**config.mk**
```make
export PLATFORM = sky130hd
export DESIGN_NAME = taylor_sine_cosine
export DESIGN_NICKNAME = d
export VERILOG_FILES = /design/src/sv/tsc_pkg.sv /design/src/sv/tsc_ctrl.sv /design/src/sv/tsc_dp.sv /design/src/sv/taylor_sine_cosine.sv
export SDC_FILE = /design/constraint.sdc
export NUM_CORES = 2
export LEC_CHECK = 0
export ABC_AREA = 1
export BUFFER_PORTS_ARGS = -buffer_cell sky130_fd_sc_hd__buf_4
export CAP_MARGIN = 20
export CORE_UTILIZATION = 60
export DETAILED_ROUTE_END_ITERATION = 8
export GPL_TIMING_DRIVEN = 0
export PLACE_DENSITY = 0.77
export SYNTH_ARGS = -nofsm -noshare
export SYNTH_HDL_FRONTEND = slang
export SYNTH_SLANG_ARGS = --single-unit
```
**constraint.sdc**
```tcl
create_clock -name clk_i -period 44.2 [get_ports clk_i]
set_input_delay 8.84 -clock clk_i [delete_from_list [all_inputs] [get_ports clk_i]]
set_output_delay 8.84 -clock clk_i [all_outputs]
set_load 0.01 [all_outputs]
```
**src/sv/tsc_pkg.sv**
```systemverilog
package tsc_pkg;

  // field widths
  localparam int ANGLE_W = 32;
  localparam int VALUE_W = 32;
  localparam int TOL_W   = 16;

  // configuration port
  localparam int PADDR_W = 3;
  localparam int PDATA_W = 32;
  localparam logic REG_TOL = 1'b0;
  localparam logic [TOL_W-1:0] TOL_RESET = TOL_W'(1);

  localparam int unsigned ORDER_LIMIT_DEF = 100;

  // datapath widths
  localparam int X_W    = ANGLE_W + 1;  // reduced angle, Q9.24 signed
  localparam int AX_W   = 32;           // |x| in Q.30
  localparam int XX_W   = 34;           // x*x in Q.30
  localparam int TERM_W = 33;           // series term magnitude, Q.30
  localparam int MA_W   = 33;           // multiplier operand a
  localparam int MB_W   = 17;           // multiplier operand b (half of |x| or of x*x)
  localparam int ACC_W  = MA_W + 2 * MB_W;
  localparam int RND_SH = 30;
  localparam int DIVD_W = 40;           // dividend / quotient
  localparam int DIV_STEP = 8;          // quotient bits per cycle
  localparam int DIV_CYC  = DIVD_W / DIV_STEP;
  localparam int SUM_W  = 36;

  localparam logic signed [X_W-1:0] PI_X     = X_W'(52707179);
  localparam logic signed [X_W-1:0] NEG_PI_X = -X_W'(52707179);
  localparam logic signed [X_W-1:0] TWO_PI_X = X_W'(105414358);

  localparam logic [TERM_W-1:0]       ONE_TERM = TERM_W'(64'd1 << RND_SH);
  localparam logic signed [SUM_W-1:0] ONE_SUM  = SUM_W'(64'd1 << RND_SH);
  localparam logic signed [SUM_W-1:0] NEG_ONE_SUM = -SUM_W'(64'd1 << RND_SH);
  localparam logic [ACC_W:0]          HALF_LSB = (ACC_W + 1)'(64'd1 << (RND_SH - 1));

  typedef enum logic [3:0] {
    OP_NONE,
    OP_REDUCE,
    OP_SQ_LO,
    OP_SQ_HI,
    OP_SQ_RND,
    OP_MUL_LO,
    OP_MUL_HI,
    OP_DIV_INIT,
    OP_DIV_STEP,
    OP_ACCUM,
    OP_FINISH
  } tsc_op_e;

  typedef struct packed {
    logic    load;
    tsc_op_e op;
    logic    fail;
  } tsc_cmd_t;

  typedef struct packed {
    logic in_range;
    logic sine;
    logic tol_hit;
    logic out_full;
  } tsc_sts_t;

endpackage

```
**src/sv/tsc_ctrl.sv**
```systemverilog
module tsc_ctrl import tsc_pkg::*; #(
  parameter int unsigned ORDER_LIMIT = ORDER_LIMIT_DEF,
  parameter int D_W = 2 * $clog2(ORDER_LIMIT + 3)
) (
  input  logic           clk_i,
  input  logic           rst_ni,
  input  logic           s_tvalid_i,
  output logic           s_tready_o,
  input  tsc_sts_t       sts_i,
  output tsc_cmd_t       cmd_o,
  output logic [D_W-1:0] div_o
);

  localparam int N_W   = D_W / 2;
  localparam int CNT_W = $clog2(DIV_CYC);

  typedef enum logic [3:0] {
    ST_IDLE,
    ST_REDUCE,
    ST_SQ_LO,
    ST_SQ_HI,
    ST_SQ_RND,
    ST_CHECK,
    ST_MUL_LO,
    ST_MUL_HI,
    ST_DIV_INIT,
    ST_DIV,
    ST_ACCUM,
    ST_DONE,
    ST_FINISH
  } state_e;

  state_e           state_q;
  tsc_op_e          op_q;
  logic             ready_q;
  logic             fail_q;
  logic [N_W-1:0]   n_q;
  logic [D_W-1:0]   d_q;
  logic [CNT_W-1:0] cnt_q;
  logic             accept;
  logic [N_W-1:0]   n_next;
  logic [N_W-1:0]   n_odd;

  assign accept = s_tvalid_i && ready_q;
  assign n_next = n_q + N_W'(2);
  assign n_odd  = n_q + N_W'(1);

  always_ff @(posedge clk_i or negedge rst_ni) begin
    if (!rst_ni) begin
      state_q <= ST_IDLE;
      op_q    <= OP_NONE;
      ready_q <= 1'b1;
      fail_q  <= 1'b0;
      n_q     <= '0;
      d_q     <= '0;
      cnt_q   <= '0;
    end else begin
      case (state_q)
        ST_IDLE: begin
          if (accept) begin
            state_q <= ST_REDUCE;
            op_q    <= OP_REDUCE;
            ready_q <= 1'b0;
            fail_q  <= 1'b0;
          end
        end
        ST_REDUCE: begin
          if (sts_i.in_range) begin
            state_q <= ST_SQ_LO;
            op_q    <= OP_SQ_LO;
          end
        end
        ST_SQ_LO: begin
          state_q <= ST_SQ_HI;
          op_q    <= OP_SQ_HI;
        end
        ST_SQ_HI: begin
          state_q <= ST_SQ_RND;
          op_q    <= OP_SQ_RND;
          n_q     <= N_W'(sts_i.sine);
        end
        ST_SQ_RND: begin
          state_q <= ST_CHECK;
          op_q    <= OP_NONE;
        end
        ST_CHECK: begin
          if (n_q > N_W'(ORDER_LIMIT)) begin
            state_q <= ST_DONE;
            op_q    <= OP_NONE;
            fail_q  <= 1'b1;
          end else begin
            state_q <= ST_MUL_LO;
            op_q    <= OP_MUL_LO;
            n_q     <= n_next;
            d_q     <= D_W'(n_next) * D_W'(n_odd);
          end
        end
        ST_MUL_LO: begin
          state_q <= ST_MUL_HI;
          op_q    <= OP_MUL_HI;
        end
        ST_MUL_HI: begin
          state_q <= ST_DIV_INIT;
          op_q    <= OP_DIV_INIT;
        end
        ST_DIV_INIT: begin
          state_q <= ST_DIV;
          op_q    <= OP_DIV_STEP;
          cnt_q   <= '0;
        end
        ST_DIV: begin
          if (cnt_q == CNT_W'(DIV_CYC - 1)) begin
            state_q <= ST_ACCUM;
            op_q    <= OP_ACCUM;
          end else begin
            cnt_q <= cnt_q + CNT_W'(1);
          end
        end
        ST_ACCUM: begin
          // the term just added decides whether the series ends
          if (sts_i.tol_hit) begin
            state_q <= ST_DONE;
          end else begin
            state_q <= ST_CHECK;
          end
          op_q <= OP_NONE;
        end
        ST_DONE: begin
          if (!sts_i.out_full) begin
            state_q <= ST_FINISH;
            op_q    <= OP_FINISH;
          end
        end
        ST_FINISH: begin
          state_q <= ST_IDLE;
          op_q    <= OP_NONE;
          ready_q <= 1'b1;
        end
        default: begin
          state_q <= ST_IDLE;
          op_q    <= OP_NONE;
          ready_q <= 1'b1;
        end
      endcase
    end
  end

  assign s_tready_o = ready_q;
  assign cmd_o      = '{load: accept, op: op_q, fail: fail_q};
  assign div_o      = d_q;

endmodule

```
**src/sv/tsc_dp.sv**
```systemverilog
module tsc_dp import tsc_pkg::*; #(
  parameter int unsigned ORDER_LIMIT = ORDER_LIMIT_DEF,
  parameter int D_W = 2 * $clog2(ORDER_LIMIT + 3)
) (
  input  logic               clk_i,
  input  logic               rst_ni,
  input  tsc_cmd_t           cmd_i,
  input  logic [D_W-1:0]     div_i,
  input  logic [ANGLE_W-1:0] angle_i,
  input  logic               mode_i,
  input  logic [TOL_W-1:0]   tol_i,
  input  logic               m_tready_i,
  output tsc_sts_t           sts_o,
  output logic               m_tvalid_o,
  output logic [VALUE_W-1:0] value_o,
  output logic               failed_o
);

  localparam int REM_W = D_W + 1;
  localparam int P_W   = ACC_W + 1 - RND_SH;

  logic signed [X_W-1:0]   x_q;
  logic                    sine_q;
  logic                    neg_q;
  logic [XX_W-1:0]         xx_q;
  logic [TERM_W-1:0]       term_q;
  logic [ACC_W-1:0]        acc_q;
  logic [DIVD_W-1:0]       divd_q;
  logic [REM_W-1:0]        rem_q;
  logic signed [SUM_W-1:0] sum_q;
  logic                    minus_q;
  logic                    m_valid_q;
  logic [VALUE_W-1:0]      value_q;
  logic                    failed_q;

  logic [X_W-1:0]          absx;
  logic [AX_W-1:0]         ax;
  logic [MA_W-1:0]         mul_a;
  logic [MB_W-1:0]         mul_b;
  logic [MA_W+MB_W-1:0]    prod;
  logic [ACC_W:0]          rnd;
  logic [P_W-1:0]          rnd_p;
  logic [DIVD_W-1:0]       divd_d;
  logic [REM_W-1:0]        rem_d;
  logic [TERM_W-1:0]       quot;
  logic signed [SUM_W-1:0] sat;
  logic signed [SUM_W-1:0] fin;
  logic                    in_range;

  assign in_range = !(x_q > PI_X) && !(x_q <= NEG_PI_X);
  assign absx     = x_q[X_W-1] ? X_W'(-x_q) : X_W'(x_q);
  // |x| < 2^26 after reduction, Q8.24 -> Q.30
  assign ax       = {absx[AX_W-7:0], 6'b0};

  always_comb begin
    case (cmd_i.op)
      OP_SQ_LO: begin
        mul_a = MA_W'(ax);
        mul_b = ax[MB_W-1:0];
      end
      OP_SQ_HI: begin
        mul_a = MA_W'(ax);
        mul_b = MB_W'(ax[AX_W-1:MB_W]);
      end
      OP_MUL_HI: begin
        mul_a = term_q;
        mul_b = xx_q[XX_W-1:MB_W];
      end
      default: begin
        mul_a = term_q;
        mul_b = xx_q[MB_W-1:0];
      end
    endcase
  end

  assign prod  = mul_a * mul_b;
  assign rnd   = (ACC_W + 1)'(acc_q) + HALF_LSB;
  assign rnd_p = rnd[ACC_W:RND_SH];
  assign quot  = divd_q[TERM_W-1:0];

  // restoring division, DIV_STEP quotient bits per cycle
  always_comb begin
    logic [REM_W-1:0]  r;
    logic [DIVD_W-1:0] q;
    r = rem_q;
    q = divd_q;
    for (int i = 0; i < DIV_STEP; i++) begin
      r = {r[REM_W-2:0], q[DIVD_W-1]};
      q = {q[DIVD_W-2:0], 1'b0};
      if (r >= REM_W'(div_i)) begin
        r    = r - REM_W'(div_i);
        q[0] = 1'b1;
      end
    end
    rem_d  = r;
    divd_d = q;
  end

  always_comb begin
    if (sum_q > ONE_SUM) begin
      sat = ONE_SUM;
    end else if (sum_q < NEG_ONE_SUM) begin
      sat = NEG_ONE_SUM;
    end else begin
      sat = sum_q;
    end
    if (cmd_i.fail) begin
      fin = '0;
    end else if (sine_q && neg_q) begin
      fin = -sat;
    end else begin
      fin = sat;
    end
  end

  always_ff @(posedge clk_i) begin
    if (cmd_i.load) begin
      x_q    <= {angle_i[ANGLE_W-1], angle_i};
      sine_q <= mode_i;
    end
    case (cmd_i.op)
      OP_REDUCE: begin
        if (x_q > PI_X) begin
          x_q <= x_q - TWO_PI_X;
        end else if (x_q <= NEG_PI_X) begin
          x_q <= x_q + TWO_PI_X;
        end
      end
      OP_SQ_LO, OP_MUL_LO: begin
        acc_q <= ACC_W'(prod);
      end
      OP_SQ_HI, OP_MUL_HI: begin
        acc_q <= acc_q + (ACC_W'(prod) << MB_W);
      end
      OP_SQ_RND: begin
        xx_q    <= rnd[RND_SH +: XX_W];
        neg_q   <= x_q[X_W-1];
        minus_q <= 1'b1;
        if (sine_q) begin
          term_q <= TERM_W'(ax);
          sum_q  <= $signed(SUM_W'(ax));
        end else begin
          term_q <= ONE_TERM;
          sum_q  <= $signed(SUM_W'(ONE_TERM));
        end
      end
      OP_DIV_INIT: begin
        // add half the divisor for round half up
        divd_q <= DIVD_W'(rnd_p) + DIVD_W'(div_i >> 1);
        rem_q  <= '0;
      end
      OP_DIV_STEP: begin
        divd_q <= divd_d;
        rem_q  <= rem_d;
      end
      OP_ACCUM: begin
        term_q  <= quot;
        minus_q <= !minus_q;
        if (minus_q) begin
          sum_q <= sum_q - $signed(SUM_W'(quot));
        end else begin
          sum_q <= sum_q + $signed(SUM_W'(quot));
        end
      end
      OP_FINISH: begin
        value_q  <= VALUE_W'(fin);
        failed_q <= cmd_i.fail;
      end
      default: begin
      end
    endcase
  end

  always_ff @(posedge clk_i or negedge rst_ni) begin
    if (!rst_ni) begin
      m_valid_q <= 1'b0;
    end else if (cmd_i.op == OP_FINISH) begin
      m_valid_q <= 1'b1;
    end else if (m_tready_i) begin
      m_valid_q <= 1'b0;
    end
  end

  assign sts_o = '{
    in_range: in_range,
    sine:     sine_q,
    tol_hit:  divd_q < DIVD_W'(tol_i),
    out_full: m_valid_q && !m_tready_i
  };

  assign m_tvalid_o = m_valid_q;
  assign value_o    = value_q;
  assign failed_o   = failed_q;

endmodule

```
**src/sv/taylor_sine_cosine.sv**
```systemverilog
// Sine or cosine of an angle in radians (Q8.24 in, Q2.30 out) by Taylor series.
// One word is worked on at a time. The angle is first folded by 2*pi, one add a
// cycle, then x*x is formed on the shared 33x17 multiplier from a low and a high pass
// and a rounding. Each series term then takes the order check, two multiplier passes,
// rounding, the 8-bit-per-cycle divider by n*(n-1), and the signed accumulate. With a
// tolerance of one LSB an angle near pi needs about 11 terms; a tolerance of zero runs
// terms until the order n exceeds ORDER_LIMIT and flags the result as failed with
// value 0. A new word is taken as soon as the previous result sits in the output
// register, even if not yet read.
// term_tolerance lies at byte address 0 of the register port (reset 1).
module taylor_sine_cosine import tsc_pkg::*; #(
  parameter int unsigned ORDER_LIMIT = ORDER_LIMIT_DEF
) (
  input  logic               clk_i,
  input  logic               rst_ni,
  input  logic               s_tvalid_i,
  output logic               s_tready_o,
  input  logic [ANGLE_W-1:0] s_tdata_i,   // angle
  input  logic               s_tuser_i,   // mode
  output logic               m_tvalid_o,
  input  logic               m_tready_i,
  output logic [VALUE_W-1:0] m_tdata_o,   // value
  output logic               m_tuser_o,   // failed
  input  logic               psel_i,
  input  logic               penable_i,
  input  logic               pwrite_i,
  input  logic [PADDR_W-1:0] paddr_i,
  input  logic [PDATA_W-1:0] pwdata_i,
  output logic [PDATA_W-1:0] prdata_o,
  output logic               pready_o
);

  localparam int D_W = 2 * $clog2(ORDER_LIMIT + 3);

  logic [TOL_W-1:0] tol_q;
  logic             cfg_wr;
  tsc_cmd_t         cmd;
  tsc_sts_t         sts;
  logic [D_W-1:0]   div;

  assign pready_o = 1'b1;
  assign cfg_wr   = psel_i && penable_i && pwrite_i && pready_o;

  always_ff @(posedge clk_i or negedge rst_ni) begin
    if (!rst_ni) begin
      tol_q <= TOL_RESET;
    end else if (cfg_wr && (paddr_i[PADDR_W-1] == REG_TOL)) begin
      tol_q <= pwdata_i[TOL_W-1:0];
    end
  end

  assign prdata_o = (paddr_i[PADDR_W-1] == REG_TOL) ? PDATA_W'(tol_q) : '0;

  tsc_ctrl #(
    .ORDER_LIMIT (ORDER_LIMIT),
    .D_W         (D_W)
  ) u_ctrl (
    .clk_i      (clk_i),
    .rst_ni     (rst_ni),
    .s_tvalid_i (s_tvalid_i),
    .s_tready_o (s_tready_o),
    .sts_i      (sts),
    .cmd_o      (cmd),
    .div_o      (div)
  );

  tsc_dp #(
    .ORDER_LIMIT (ORDER_LIMIT),
    .D_W         (D_W)
  ) u_dp (
    .clk_i      (clk_i),
    .rst_ni     (rst_ni),
    .cmd_i      (cmd),
    .div_i      (div),
    .angle_i    (s_tdata_i),
    .mode_i     (s_tuser_i),
    .tol_i      (tol_q),
    .m_tready_i (m_tready_i),
    .sts_o      (sts),
    .m_tvalid_o (m_tvalid_o),
    .value_o    (m_tdata_o),
    .failed_o   (m_tuser_o)
  );

endmodule

```
==> results.py <==
metrics = {
    "clocking": {
        "clk_path_buf_depth": 3,
        "cts_setup_buffers": 0,
        "cts.sinks": 326,
        "numCtsBuffers": 39,
        "root_buffer": "clkbuf_16",
        "cts_tree": "yes",
        "clkTransAtPathRegs_ps": 70,
        "cts_max_level": 2,
        "cts_resized": 0,
        "clk-insertion-delay-late_ps": 580,
        "holdBufCountCts": 0,
    },
    "critical_path": {
        "path_class": "register to register",
        "worstPathMaxFanout": 10,
        "max_stage_delay_ps": 750,
        "cp.arrival_ps": 19410,
        "critPathLaunchType": "register",
        "crit_required_ps": 44530,
        "cp_common_cell": "nand2_1",
        "endpoint_kind": "register",
        "cp_slowest_cell": "dfrtp_1",
    },
    "flow_run": {
        "drv_cap": 0,
    },
    "placement": {
        "place_congestion": 1.045,
        "preCtsSetupSlack_ps": 25340,
        "dp_hpwl_mm": 131.0,
        "io_buffer_count": 106,
    },
    "global_route": {
        "grt_max_degree": 51,
        "grt_pass1_vias": 43650,
        "grt_first_pass_wirelength_mm": 245.6,
        "antenna_found_initial": 0,
        "grt_util_all_layers_pct": 38.43,
        "gr-total-overflow": 0,
    },
    "floorplan": {
        "rows": 104,
        "ios": 143,
        "die_h_um": 287.6,
        "die_area_um2": 82740,
        "fp.coreArea_um2": 80680,
        "die_w_um": 287.6,
        "initial_core_util_pct": 60.68,
    },
    "timing": {
        "fmaxAchievable_mhz": 52.41,
        "setup_viol": 0,
        "finClkSkew_ps": 25.53,
        "fin_crit_sh_pct": 43.17,
        "whs_ps": 463.8,
        "slew_headroom_pct": 24.97,
        "worstMarginPinSlew_ps": 1116,
        "slew_violations": 0,
        "fin_crit_ps": 19080,
        "final_hold_viol_count": 0,
        "finalSetupTns_ps": 0,
        "fin_ws_ps": 25120,
        "rsz0062_at_grt": "no",
    },
    "logic_synthesis": {
        "ys_top_cells_by_area": "fa_1 (20%), edfxtp_1 (15%), nand2_1 (11%), ha_1 (10%), inv_1 (9.0%)",
        "synth-seq-cells": 326,
        "synth_cell_type_count": 76,
        "ys_warn_count": 0,
        "synth_top_area_share_pct": 20.08,
        "synthesis.area_um2": 48950,
        "synth_edf_count": 244,
        "synth_area_leader_cell": "fa_1",
        "synth_seq_area_share_pct": 18.84,
        "syn_inst": 6606,
        "syn_area_per_cell_um2": 7.411,
        "async_flop_share_pct": 15.34,
        "synth_flop_cell": "edfxtp_1",
    },
    "drt": {
        "ant_nets": 0,
        "wl_mm": 157.7,
        "first_pass_iters": 9,
        "drc": 16,
        "via_count": 46280,
        "routedWlPerCell_um": 20.03,
        "viasPerCell": 5.879,
        "first_iter_violations": 5466,
    },
    "final_layout": {
        "area_growth_pct": 7.481,
        "multi_input_area_um2": 34430,
        "drive_above_1_share_pct": 4.581,
        "fin_nets": 7746,
        "mostFrequentLayoutCells": "nand2_1 (1493), inv_1 (1171), nor2_1 (603), fa_1 (491), o21ai_0 (432)",
        "fill_cells": 7190,
        "final_common_cell": "nand2_1",
        "diodes": 0,
        "seqCellArea_um2": 9221,
    },
    "run_status": {
        "status": "complete, but fails checks",
        "violations": "design-rule violations",
    },
    "min_path": {
        "holdCritPathClass": "register to register",
    },
}
worst paths after layout:
check,start,end,slack [ps],depth (start not counted)
setup reg to reg,u_ctrl.div_o[1],u_dp.rem_q[7],25120,119
setup / recovery,u_ctrl.div_o[1],u_dp.rem_q[7],25120,119
min in group asynchronous,rst_ni,u_ctrl.div_o[2],8290,1
max in group asynchronous,rst_ni,tol_q[15],35430,1
hold / removal,u_ctrl.fail_q,u_dp.failed_o,460,0
hold reg to reg,u_ctrl.fail_q,u_dp.failed_o,460,0
kinds of logic after synthesis:
family / after synthesis / share of synthesized area (%)
xor gates and xnor gates: 298 / 5.331
and+or+nand+nor: 2558 / 21.52
muxes: 3 / 0.06645
AOI/OAI and AO/OA: 1127 / 12.94
DFF: 326 / 18.84
adders and majority gates: 889 / 30.25
buffers and inverters: 1403 / 11.04
other: 2 / 0.01534
metal layers:
layer	wire length, um	GRT usage (%)	vias up	share of wire [%]
li1	-	-	21460	-
met2	68080	57.64	2541	43
met3	17890	6.902	368	11
met1	65290	55.18	21910	41
met5	0	0	-	0
met4	6428	14.55	0	4.1
stage by stage:
stage / cells / utilization, % / cell area, um2
final: 7871 / 65.22 / 52620
after global routing: 7871 / 65.22 / 52620
after CTS: 7871 / 65.22 / 52620
after detailed placement: 7801 / 63.65 / 51350
after global placement: 7787 / 63.38 / 51130
after floorplan: 6621 / - / 49010
state kept, by name, indices dropped and copies added (netlist names), 3 cells and up:
| signal | count |
|---|---|
| u_dp.acc_q | 50 |
| u_dp.divd_q | 40 |
| u_dp.sum_q | 36 |
| u_dp.xx_q | 34 |
| u_dp.term_q | 33 |
| u_dp.x_q | 33 |
| u_dp.value_o | 32 |
| tol_q | 16 |
| u_dp.rem_q | 14 |
| u_ctrl.div_o | 13 |
| u_ctrl.n_q | 7 |
| u_ctrl.op_q | 4 |
| u_ctrl.state_q | 4 |
| u_ctrl.cnt_q | 3 |
synthesized netlist by cell type (all sizes together), types with 39 or more instances:
master / n
nand2: 1509
inv: 1184
nor2: 613
fa: 491
o21ai: 485
a21oi: 406
ha: 398
edfxtp: 244
xor2: 229
nand3: 212
clkbuf: 169
nor3: 98
xnor2: 69
nand4: 58
dfrtp: 48
buf: 41
a31oi: 39
critical path: cells and delay by family, from the launching register on:
family                     cells  cell delay, ps
adders and majority gates      8            2810
buffers and inverters         25            3700
DFF                            1             750
and+or+nand+nor               52            5600
AOI/OAI and AO/OA             34            5900
layout make-up:
| type | instances | share of cell area [%] |
|---|---|---|
| multi-input cells | 4892 | 65.44 |
| flip-flops and latches | 326 | 17.53 |
| inverters | 1193 | 8.523 |
| well taps | 1060 | 2.521 |
| clock buffers | 46 | 1.950 |
| repair buffers | 120 | 1.833 |
| plain buffers | 210 | 1.748 |
| clock inverters | 24 | 0.4566 |
Power is not shown: default switching activity piles up to over one toggle a cycle in this logic, so the estimate is an artifact.
